File: src/rtl/rte_pkg.sv
package rte_pkg;

	// opcodes of a request transaction
	localparam logic [1:0] OP_ADD    = 2'd0;
	localparam logic [1:0] OP_DEL    = 2'd1;
	localparam logic [1:0] OP_LOOKUP = 2'd2;

	// status codes of a response transaction
	localparam logic [1:0] ST_OK      = 2'd0;
	localparam logic [1:0] ST_FULL    = 2'd1;
	localparam logic [1:0] ST_MISSING = 2'd2;

	// request payload
	typedef struct packed {
		logic [1:0]  opcode;
		logic [31:0] dest_addr;
		logic [31:0] net_mask;
		logic [31:0] gateway_addr;
		logic [31:0] source_addr;
		logic [3:0]  device_id;
		logic [31:0] route_metric;
	} rte_req_t;

	// response payload
	typedef struct packed {
		logic [1:0]  status;
		logic        hit;
		logic [31:0] out_gateway;
		logic [31:0] out_source;
		logic [3:0]  out_device;
		logic [31:0] out_metric;
	} rte_rsp_t;

	// one stored route
	typedef struct packed {
		logic [31:0] dest;
		logic [31:0] mask;
		logic [31:0] gateway;
		logic [31:0] source;
		logic [3:0]  device;
		logic [31:0] metric;
	} rte_route_t;

	// sequencer states
	typedef enum logic [1:0] {
		S_IDLE,
		S_SCAN,
		S_SHIFT,
		S_FINISH
	} rte_state_t;

endpackage

File: src/rtl/rte_route_mem.sv
module rte_route_mem #(
	parameter int DEPTH = 16
) (
	input  logic                     clk,
	input  logic                     wr_en,
	input  logic [$clog2(DEPTH)-1:0] wr_addr,
	input  rte_pkg::rte_route_t      wr_data,
	input  logic                     rd_en,
	input  logic [$clog2(DEPTH)-1:0] rd_addr,
	output rte_pkg::rte_route_t      rd_data
);

	rte_pkg::rte_route_t mem [DEPTH];
	rte_pkg::rte_route_t rd_data_q;

	// write port
	always_ff @(posedge clk) begin
		if (wr_en) begin
			mem[wr_addr] <= wr_data;
		end
	end

	// registered read port
	always_ff @(posedge clk) begin
		if (rd_en) begin
			rd_data_q <= mem[rd_addr];
		end
	end

	assign rd_data = rd_data_q;

endmodule

File: src/rtl/ipv4_route_table_engine.sv
// IPv4 route table with add, delete and longest-cost-free lookup (lowest metric wins, earliest
// entry on ties). Routes live packed in one route memory with a registered read; the
// number of stored routes N is held in a counter. Add goes from accept straight to finish.
// Lookup and delete walk the memory one entry per cycle: a lookup or a missed delete reads
// all N entries, and a delete that hits also runs over the whole table wherever the hit is,
// since after the hit the tail of the table is moved down one slot per cycle through the same
// read and write ports. One transaction is worked on at a time; the next request is taken
// once the current response has moved into the output register, so a stalled response does
// not block the next request.
module ipv4_route_table_engine #(
	parameter int ROUTE_ENTRIES = 16
) (
	input  logic              clk,
	input  logic              arst_n,
	input  logic              req_valid,
	output logic              req_stall,
	input  rte_pkg::rte_req_t req,
	output logic              rsp_valid,
	input  logic              rsp_stall,
	output rte_pkg::rte_rsp_t rsp
);

	localparam int IdxW = $clog2(ROUTE_ENTRIES);
	localparam int CntW = $clog2(ROUTE_ENTRIES + 1);

	rte_pkg::rte_state_t state_q, state_d;

	logic [CntW-1:0]     count_q;
	logic [CntW-1:0]     iss_q;
	logic                pend_s1;
	logic [IdxW-1:0]     idx_s1;
	logic [1:0]          op_q;
	logic [31:0]         addr_q;
	logic [31:0]         mask_q;
	rte_pkg::rte_rsp_t   res_q;
	rte_pkg::rte_rsp_t   rsp_q;
	logic                rsp_valid_q;

	logic                accept;
	logic                iss_more;
	logic                scan_done;
	logic                rd_en;
	logic                wr_en;
	logic [IdxW-1:0]     wr_addr;
	rte_pkg::rte_route_t wr_data;
	rte_pkg::rte_route_t rd_data;
	rte_pkg::rte_route_t new_route;
	logic                lk_better;
	logic                del_hit;
	logic                del_first;
	logic                out_free;
	logic                shift_wr;
	rte_pkg::rte_rsp_t   res_init;

	// route memory
	rte_route_mem #(
		.DEPTH(ROUTE_ENTRIES)
	) u_mem (
		.clk    (clk),
		.wr_en  (wr_en),
		.wr_addr(wr_addr),
		.wr_data(wr_data),
		.rd_en  (rd_en),
		.rd_addr(iss_q[IdxW-1:0]),
		.rd_data(rd_data)
	);

	// compare on the entry coming out of memory
	assign iss_more  = iss_q < count_q;
	assign scan_done = !iss_more && !pend_s1;
	assign lk_better = pend_s1 && ((addr_q & rd_data.mask) == rd_data.dest)
		&& (!res_q.hit || rd_data.metric < res_q.out_metric);
	assign del_hit   = pend_s1 && (rd_data.dest == addr_q) && (rd_data.mask == mask_q);
	assign del_first = state_q == rte_pkg::S_SCAN && op_q == rte_pkg::OP_DEL && del_hit;
	assign out_free  = !rsp_valid_q || !rsp_stall;

	assign new_route = '{
		dest:    req.dest_addr,
		mask:    req.net_mask,
		gateway: req.gateway_addr,
		source:  req.source_addr,
		device:  req.device_id,
		metric:  req.route_metric
	};

	// next state
	always_comb begin
		state_d = state_q;
		case (state_q)
			rte_pkg::S_IDLE: begin
				if (req_valid) begin
					if (req.opcode == rte_pkg::OP_DEL || req.opcode == rte_pkg::OP_LOOKUP) begin
						state_d = rte_pkg::S_SCAN;
					end else begin
						state_d = rte_pkg::S_FINISH;
					end
				end
			end
			rte_pkg::S_SCAN: begin
				if (op_q == rte_pkg::OP_DEL && del_hit) begin
					state_d = rte_pkg::S_SHIFT;
				end else if (scan_done) begin
					state_d = rte_pkg::S_FINISH;
				end
			end
			rte_pkg::S_SHIFT: begin
				if (scan_done) begin
					state_d = rte_pkg::S_FINISH;
				end
			end
			rte_pkg::S_FINISH: begin
				if (out_free) begin
					state_d = rte_pkg::S_IDLE;
				end
			end
			default: state_d = rte_pkg::S_IDLE;
		endcase
	end

	// sequencer outputs
	always_comb begin
		req_stall = 1'b1;
		accept    = 1'b0;
		rd_en     = 1'b0;
		shift_wr  = 1'b0;
		case (state_q)
			rte_pkg::S_IDLE: begin
				req_stall = 1'b0;
				accept    = req_valid;
			end
			rte_pkg::S_SCAN: begin
				rd_en = iss_more;
			end
			rte_pkg::S_SHIFT: begin
				rd_en    = iss_more;
				shift_wr = pend_s1;
			end
			default: begin
				req_stall = 1'b1;
			end
		endcase
	end

	// memory write: append on add, move down one slot while shifting
	always_comb begin
		wr_en   = 1'b0;
		wr_addr = count_q[IdxW-1:0];
		wr_data = new_route;
		if (shift_wr) begin
			wr_en   = 1'b1;
			wr_addr = idx_s1 - IdxW'(1);
			wr_data = rd_data;
		end else if (accept && req.opcode == rte_pkg::OP_ADD
			&& count_q != CntW'(ROUTE_ENTRIES)) begin
			wr_en = 1'b1;
		end
	end

	// starting result of an accepted transaction
	always_comb begin
		res_init = '0;
		case (req.opcode)
			rte_pkg::OP_ADD: begin
				if (count_q == CntW'(ROUTE_ENTRIES)) begin
					res_init.status = rte_pkg::ST_FULL;
				end
			end
			rte_pkg::OP_DEL, rte_pkg::OP_LOOKUP: begin
				res_init.status = rte_pkg::ST_MISSING;
			end
			default: begin
				res_init.status = rte_pkg::ST_OK;
			end
		endcase
	end

	// control registers
	always_ff @(posedge clk or negedge arst_n) begin
		if (!arst_n) begin
			state_q     <= rte_pkg::S_IDLE;
			count_q     <= '0;
			iss_q       <= '0;
			pend_s1     <= 1'b0;
			rsp_valid_q <= 1'b0;
		end else begin
			state_q <= state_d;

			// read issue and pending data tracking
			if (accept) begin
				iss_q <= '0;
			end else if (del_first) begin
				iss_q <= CntW'(idx_s1) + CntW'(1);
			end else if (rd_en) begin
				iss_q <= iss_q + CntW'(1);
			end
			if (del_first) begin
				pend_s1 <= 1'b0;
			end else begin
				pend_s1 <= rd_en;
			end

			// route count
			if (accept && req.opcode == rte_pkg::OP_ADD && count_q != CntW'(ROUTE_ENTRIES)) begin
				count_q <= count_q + CntW'(1);
			end else if (state_q == rte_pkg::S_SHIFT && scan_done) begin
				count_q <= count_q - CntW'(1);
			end

			// output register
			if (state_q == rte_pkg::S_FINISH && out_free) begin
				rsp_valid_q <= 1'b1;
			end else if (!rsp_stall) begin
				rsp_valid_q <= 1'b0;
			end
		end
	end

	// transaction datapath
	always_ff @(posedge clk) begin
		idx_s1 <= iss_q[IdxW-1:0];
		if (accept) begin
			op_q   <= req.opcode;
			addr_q <= req.dest_addr;
			mask_q <= req.net_mask;
			res_q  <= res_init;
		end else if (state_q == rte_pkg::S_SCAN) begin
			if (op_q == rte_pkg::OP_LOOKUP && lk_better) begin
				res_q.status      <= rte_pkg::ST_OK;
				res_q.hit         <= 1'b1;
				res_q.out_gateway <= rd_data.gateway;
				res_q.out_source  <= rd_data.source;
				res_q.out_device  <= rd_data.device;
				res_q.out_metric  <= rd_data.metric;
			end
			if (op_q == rte_pkg::OP_DEL && del_hit) begin
				res_q.status <= rte_pkg::ST_OK;
			end
		end
		if (state_q == rte_pkg::S_FINISH && out_free) begin
			rsp_q <= res_q;
		end
	end

	assign rsp_valid = rsp_valid_q;
	assign rsp       = rsp_q;

`ifndef SYNTHESIS
	// the route count never passes the table size
	a_count_bound: assert property (@(posedge clk) disable iff (!arst_n)
		count_q <= CntW'(ROUTE_ENTRIES))
		else $error("route count beyond table size");

	// the route count moves by at most one per transaction
	a_count_step: assert property (@(posedge clk) disable iff (!arst_n)
		count_q != $past(count_q) |->
			(count_q == $past(count_q) + CntW'(1) || count_q == $past(count_q) - CntW'(1)))
		else $error("route count jumped");

	// a shift write stays inside the stored routes
	a_shift_range: assert property (@(posedge clk) disable iff (!arst_n)
		shift_wr |-> (CntW'(idx_s1) < count_q && idx_s1 != '0))
		else $error("shift write outside table");

	// a new response only comes from the finish state
	a_rsp_source: assert property (@(posedge clk) disable iff (!arst_n)
		$rose(rsp_valid_q) |-> $past(state_q) == rte_pkg::S_FINISH)
		else $error("response raised outside finish");

	// a lookup hit always reports success
	a_hit_status: assert property (@(posedge clk) disable iff (!arst_n)
		(state_q == rte_pkg::S_FINISH && res_q.hit) |-> res_q.status == rte_pkg::ST_OK)
		else $error("hit without success status");
`endif

endmodule

File: config.mk
export PLATFORM = sky130hd
export DESIGN_NAME = ipv4_route_table_engine
export DESIGN_NICKNAME = d
export VERILOG_FILES = /design/src/rtl/rte_pkg.sv /design/src/rtl/rte_route_mem.sv /design/src/rtl/ipv4_route_table_engine.sv
export SDC_FILE = /design/constraint.sdc
export NUM_CORES = 2
export LEC_CHECK = 0
export ABC_AREA = 1
export BUFFER_PORTS_ARGS = -buffer_cell sky130_fd_sc_hd__clkbuf_2
export CELL_PAD_IN_SITES_DETAIL_PLACEMENT = 0
export CELL_PAD_IN_SITES_GLOBAL_PLACEMENT = 1
export CORE_UTILIZATION = 44
export DETAILED_ROUTE_END_ITERATION = 10
export PLACE_DENSITY = 0.8
export SYNTH_ARGS = -nofsm -noshare
export SYNTH_HDL_FRONTEND = slang
export SYNTH_SLANG_ARGS = --single-unit
export TNS_END_PERCENT = 20
File: constraint.sdc
create_clock -name clk -period 12.4 [get_ports clk]
set_clock_uncertainty 0.05 [all_clocks]
set_input_delay 1.24 -clock clk [delete_from_list [all_inputs] [get_ports clk]]
set_output_delay 1.24 -clock clk [all_outputs]
set_load 0.05 [all_outputs]
# [Yosys cells after proc, flatten, opt, wreduce, memory -nomap -nowiden]
# Memories as Yosys holds them, arrays and structs flattened. A register that Yosys moved wholly into a read port is not among the register bits.
# Index checks and enable logic that the tools add are counted.
# Widths: inputs -> output; s select.
[word_totals] out_inout_bits=105 in_bits=170 mem_bits_rw=2624 rom_bits=0 ff_bits=290 mem_count=1 latch_bits=0
[classes] magnitude_cmp=2 reduce_logical=32 n_div=0 mul=0 bitwise_logic=1 n_shift=0 add_sub_neg=5 eq_ne=15 mux=30
[memory_table] name="u_mem.mem" words=16 width=164 rd=1 rd_clocked_by_memory_dff=1 wr=1 line_no="rte_route_mem.sv:13" source="rte_pkg::rte_route_t mem [DEPTH];"
[ops] operator="$mux 103" count=3
[ops] operator="$mux 164" count=1
[ops] operator="$eq 32x32->1" count=3
[ops] operator="$and 32x32->32" count=1
[ops] operator="$lt 32x32->1" count=1
[ops] operator="$mux 5" count=5
[ops] operator="$logic_and 1x1->1" count=13
[ops] operator="$mux 1" count=12
[ops] operator="$mux 2" count=6
[ops] operator="$add 5x1->5 const B" count=2
[ops] operator="$eq 2x2->1 const B" count=4
[ops] operator="$pmux 2 s4" count=1
[ops] operator="$eq 2x1->1 const B" count=3
[ops] operator="$reduce_and 2->1" count=3
[ops] operator="$reduce_bool 3->1" count=2
[ops] operator="$add 4x1->5 const B" count=1
[ops] operator="$eq 5x5->1 const B" count=1
[ops] operator="$logic_not 1->1" count=5
[ops] operator="$lt 5x5->1" count=1
[ops] operator="$ne 5x5->1 const B" count=1
[ops] operator="$sub 5x1->5 const B" count=1
[ops] operator="$logic_not 2->1" count=2
[ops] operator="$mux 4" count=1
[ops] operator="$ne 2x2->1 const B" count=2
[ops] operator="other kinds (6)" count=10

# [Logic depth before layout (Yosys ltp)]
[depth] word_depth=9 ltp_mapped=19 ltp_nobuf=19

# [Modules after synthesis]
# A second synthesis with hierarchy kept.
[hier_totals] hier_cells=12113 hier_area_um2=129646.8
[by_module_without_submodules] module="rte_route_mem" area_each_um2=113868.0 seq_area_each_um2=83720.3 cells_each=9994 n_inst=1
[by_module_without_submodules] module="ipv4_route_table_engine" area_each_um2=15778.9 seq_area_each_um2=7587.3 cells_each=2119 n_inst=1

# [Least setup slack after synthesis]
# No wires, ideal clock.
[synth_timing] path_kind="input -> register" startpoint="in req_valid" endpoint="mem u_mem.mem[2][0] in the netlist's numbering (enable)" t_arrival_ns=10.443 cell_stages=6 required_time_ns=11.659 slack_ns=1.216 path_buffers=0 cell_sequence="nand2_1 -> inv_1 -> nand3_1 -> nand2_1 -> nand3_1 -> nor2_1"
[synth_via] elab_chain_cells=7
[synth_rtl] item="from (decl)" line_no="ipv4_route_table_engine.sv:15" source="input logic req_valid,"
[synth_rtl] item="$mux 1" line_no="ipv4_route_table_engine.sv:126" source="case (state_q)"
[synth_rtl] item="net accept" line_no="ipv4_route_table_engine.sv:39" source="logic accept;"
[synth_rtl] item="$logic_and 1x1->1" line_no="ipv4_route_table_engine.sv:153" source="end else if (accept && req.opcode == rte_pkg::OP_ADD"
[synth_rtl] item="$logic_and 1x1->1" line_no="ipv4_route_table_engine.sv:154" source="&& count_q != CntW'(ROUTE_ENTRIES)) begin"
[synth_rtl] item="$mux 1" line_no="ipv4_route_table_engine.sv:153"
[synth_rtl] item="$mux 1" line_no="ipv4_route_table_engine.sv:149" source="if (shift_wr) begin"
[synth_rtl] item="$mux 1" line_no="rte_route_mem.sv:18" source="if (wr_en) begin"
[synth_rtl] item="$mux 1 (not written as such)" line_no="rte_route_mem.sv:19" source="mem[wr_addr] <= wr_data;"
[synth_rtl] item="to (decl)" line_no="rte_route_mem.sv:13"
# The timed path passes the listed nets, and every way through them passes these cells.

# [Worst setup path after layout]
[layout_timing] startpoint="reg state_q[1]" endpoint="mem u_mem.mem[13][68] in the netlist's numbering (enable)"
[layout_via] elab_chain_cells=8
[layout_rtl] item="from (decl)" line_no="ipv4_route_table_engine.sv:26" source="rte_pkg::rte_state_t state_q, state_d;"
[layout_rtl] item="from (signal assigned)" line_no="ipv4_route_table_engine.sv:180" source="state_q <= rte_pkg::S_IDLE;"
[layout_rtl] item="from (signal assigned)" line_no="ipv4_route_table_engine.sv:186" source="state_q <= state_d;"
[layout_rtl] item="$logic_not 2->1" line_no="ipv4_route_table_engine.sv:126"
[layout_rtl] item="$mux 1" line_no="ipv4_route_table_engine.sv:126"
[layout_rtl] item="net accept" line_no="ipv4_route_table_engine.sv:39"
[layout_rtl] item="$logic_and 1x1->1" line_no="ipv4_route_table_engine.sv:153"
[layout_rtl] item="$logic_and 1x1->1" line_no="ipv4_route_table_engine.sv:154"
[layout_rtl] item="$mux 1" line_no="ipv4_route_table_engine.sv:153"
[layout_rtl] item="$mux 1" line_no="ipv4_route_table_engine.sv:149"
[layout_rtl] item="$mux 1" line_no="rte_route_mem.sv:18"
[layout_rtl] item="$mux 1 (not written as such)" line_no="rte_route_mem.sv:19"
# The timed path passes the listed nets, and every way through them passes these cells.

==> impl_results.md <==
* Post-Syn Area per Cell at around 13 um2
* CTS H-tree lvls at 5
* Routed WL at between 300000 and 400000 um
* CTS Buf Count at 313
* MaxCap Viol Count at 0
* Core area at about 270000 um2
* Vias at 79295
* Routed wire per std cell at around 26 um
* P_leak at approximately 0.046 uW
* Setup TNS at 0 ns
* Slowest CP cell: nor2_4
* Area grow syn2layout at 12.90%
* WP data arrival at approximately 5.9 ns
* DRT iter0 DRCs at 9993
* Max frequency at between 0.15 and 0.2 GHz
* Tot Pwr at 33770 uW
* CP bufs+invs at 4
* Hold Crit Class: in2async
* CP dominant cell by count: nand2_1
* Syn nets at about 9600
* Critical Path Fanout Max at a little over 100
* Post-synth EDFFs at approximately 3000
* Slew Viols, Final at 0
* Worst setup SP type: register
* PD cells at 246.7 nW/um2
* Crit-path leading delay family: buffers and inverters
* Setup-failing EPs final at 0
* Sinks on the clock net at 3078
* Worst slack at placement at around 6.4 ns
* Die area at approximately 280000 um2
* YS warnings at 0
* Largest net degree at the start of global routing at between 200 and 250
* Post-route cell area at 136800 um2
* Req. time, crit path at roughly 13 ns
* RSZ-0062 raised after global routing: false
* Slew @ Worst Pin at 1.335 ns
* CP peak stage delay at about 0.9 ns
* Final worst-path cycle share at about 44%
* Max-slew headroom at 10.08%
* Worst-Skew Late Latency at between 0.8 and 0.9 ns
* Die width at ~530 um
* GPL Wtd Cong at just over 0.9
* Clock power share at 27.6%
* Number of global-route vias before repair at around 76000
* Initial antenna violation count at 16
* First-pass GRT wire length at approximately 500000 um
* Final nets at between 9000 and 10000
* Hold Fails Final Rpt at 0
* Tmin final at 5.455 ns
* Stages on the worst setup path at 10
* Port Buffers at 274
* Worst Reg2Reg Path Length in Cells at 10
* P_int at around 22000 uW
* DRT antenna net count at 0
* TritonCTS clock tree: done
* Cell taking the most area after synthesis: edfxtp_1
* Post-CTS resize count at 0
* Clk root buf: clkbuf_16
* Comb pwr share at ~30%
* Area after DPL at between 100000 and 150000 um2
* Fin worst setup slack at a little under 7 ns
* Setup crit end kind: register
* Crit path kind: reg2reg
* Power share of the sequential group at a little over two fifths
* Hold Buf Count CTS at 0
* Sequential share of the synthesized area at 75.34%
* Cell count after synthesis at just over 9000
* Status: complete, no violations
* Cell variety after synth at 41
* Row count at 192
* Post-synth top area share at 73.31%
* Residual DRC at 0
* Clk pin slew, worst setup/hold paths at approximately 0.060 ns
* Fraction of layout instances using a drive strength above 1 at between 10% and 20%
* Critical Path, Cell by Cell: inv_1 -> ha_1 -> nand2_4 -> clkinv_2 -> nand3_1 -> nand2_1 -> nand2_1 -> nor2_4 -> buf_12 -> buf_4
* HPWL after detailed placement at between 150000 and 200000 um
* 1st-pass router iterations at 8
* Max VDD drop at roughly 0.38 mV
* Total track usage at between 20% and 30%
* Grt total ovfl at 0
* #FFs+latches synth at roughly 3100
* Initial Utilization at 44.26%
* Netlist Area Pre-Place at 121200 um2
* CTS Buffer Depth at 4
* Ports at between 200 and 300
* Post-synth ARST share at 0.4548%
* Post-CTS setup buffer count at 0
* Most used DFF post-synth: edfxtp_1
* Switching power at ~12000 uW
* Top cells by area, synth: edfxtp_1 (73%), o21ai_0 (6.9%), nor2_1 (5.1%), o22ai_1 (2.3%), nand2_1 (2.1%)
* Via/cell ratio at about 5.9
* Net Sw Frac at approximately 36%
* Die Height at around 530 um
## through the flow
step                      hold slack (ns)  util [%]  instances
after floorplan                    0.2922         -       9334
after global placement             0.3664     46.29      12810
after detailed placement           0.3656     46.29      12810
after CTS                          0.2363     49.96      13358
after global routing               0.2768     49.96      13359
final                              0.2857     49.97      13362
## metal layers
metal  global-route usage [%]  wire, um  up-vias
met5                        0        11        -
met4                    8.616     12740        2
met3                    3.780     29280      554
met2                    39.09    163900     3780
met1                    32.69    137100    40044
li1                         -         -    34915
## registers in the layout, indices dropped and copies added (netlist names)
register / flops
u_mem.rd_data: 164
idx_s1: 4
mask_q: 32
u_mem.mem: 2624
op_q: 2
pend_s1: 1
state_q: 2
addr_q: 32
rsp: 103
res_q: 103
count_q: 5
iss_q: 5
rsp_valid: 1
## logic make-up after synthesis
family                   Yosys count  share of synthesized area [%]
AO/OA/AOI/OAI                   2637                          12.47
multiplexers                       7                        0.05781
adder cells (fa/ha/maj)           48                         0.5017
XOR/XNOR                          27                         0.2013
AND/OR/NAND/NOR                 2581                          8.275
buffers and inverters            956                          3.153
flip-flops                      3078                          75.34
## final cells by class
type	instances	area, um2
inverter	319	1231
clock inverter	175	1674
multi-input combinational	5300	26240
fill	22978	137000
sequential	3078	91320
tap	3589	4491
clock buffer	373	8384
antenna	4	10.01
timing repair buffer	524	3486
## cell usage in the layout, fill, tap and decap left out, drive strengths merged, types with 128 or more instances in the layout
cell / count
inv: 319
o21ai: 1675
o221ai: 278
o22ai: 440
nand2: 689
nor2: 1646
buf: 250
clkbuf: 647
clkinv: 128
edfxtp: 2959
nand3: 210
## synth_stat cells (2+ instances only)
| cell type | instances |
|---|---|
| a21oi_1 | 122 |
| a31oi_1 | 2 |
| and2_1 | 2 |
| buf_1 | 31 |
| buf_2 | 63 |
| buf_6 | 20 |
| clkbuf_1 | 522 |
| clkinv_1 | 2 |
| dfrtp_1 | 14 |
| dfxtp_1 | 105 |
| edfxtp_1 | 2959 |
| ha_1 | 47 |
| inv_1 | 315 |
| inv_2 | 2 |
| mux2i_1 | 7 |
| nand2_1 | 689 |
| nand3_1 | 210 |
| nand3b_1 | 2 |
| nand4_1 | 16 |
| nor2_1 | 1645 |
| nor3_1 | 13 |
| o2111ai_1 | 3 |
| o211ai_1 | 93 |
| o21a_1 | 2 |
| o21ai_0 | 1671 |
| o21ai_1 | 4 |
| o221ai_1 | 278 |
| o22ai_1 | 440 |
| o31ai_1 | 3 |
| o32ai_1 | 17 |
| xnor2_1 | 8 |
| xor2_1 | 18 |
## final timing paths
path | slack (ns) | startpoint | to
max reg2reg | 6.95 | state_q[1] | u_mem.mem[13][68]
max | 6.95 | state_q[1] | u_mem.mem[13][68]
min | 0.29 | arst_n | count_q[0]
max in group asynchronous | 11.61 | arst_n | iss_q[1]
min in group clk | 0.36 | res_q[70] | rsp[70]
min reg2reg | 0.36 | res_q[70] | rsp[70]
## power by group through the flow
| stage | Sequential (uW) | Combinational, uW | Clock [uW] |
|---|---|---|---|
| floorplan | 14600 | 6020 | 0 |
| detailed placement | 14400 | 10100 | 0 |
| CTS | 14200 | 10100 | 9420 |
| finish | 14300 | 10200 | 9330 |
| global route | 14300 | 11000 | 9840 |
| global placement | 14400 | 9840 | 0 |
Note: power is estimated with default switching activity, not from simulation.
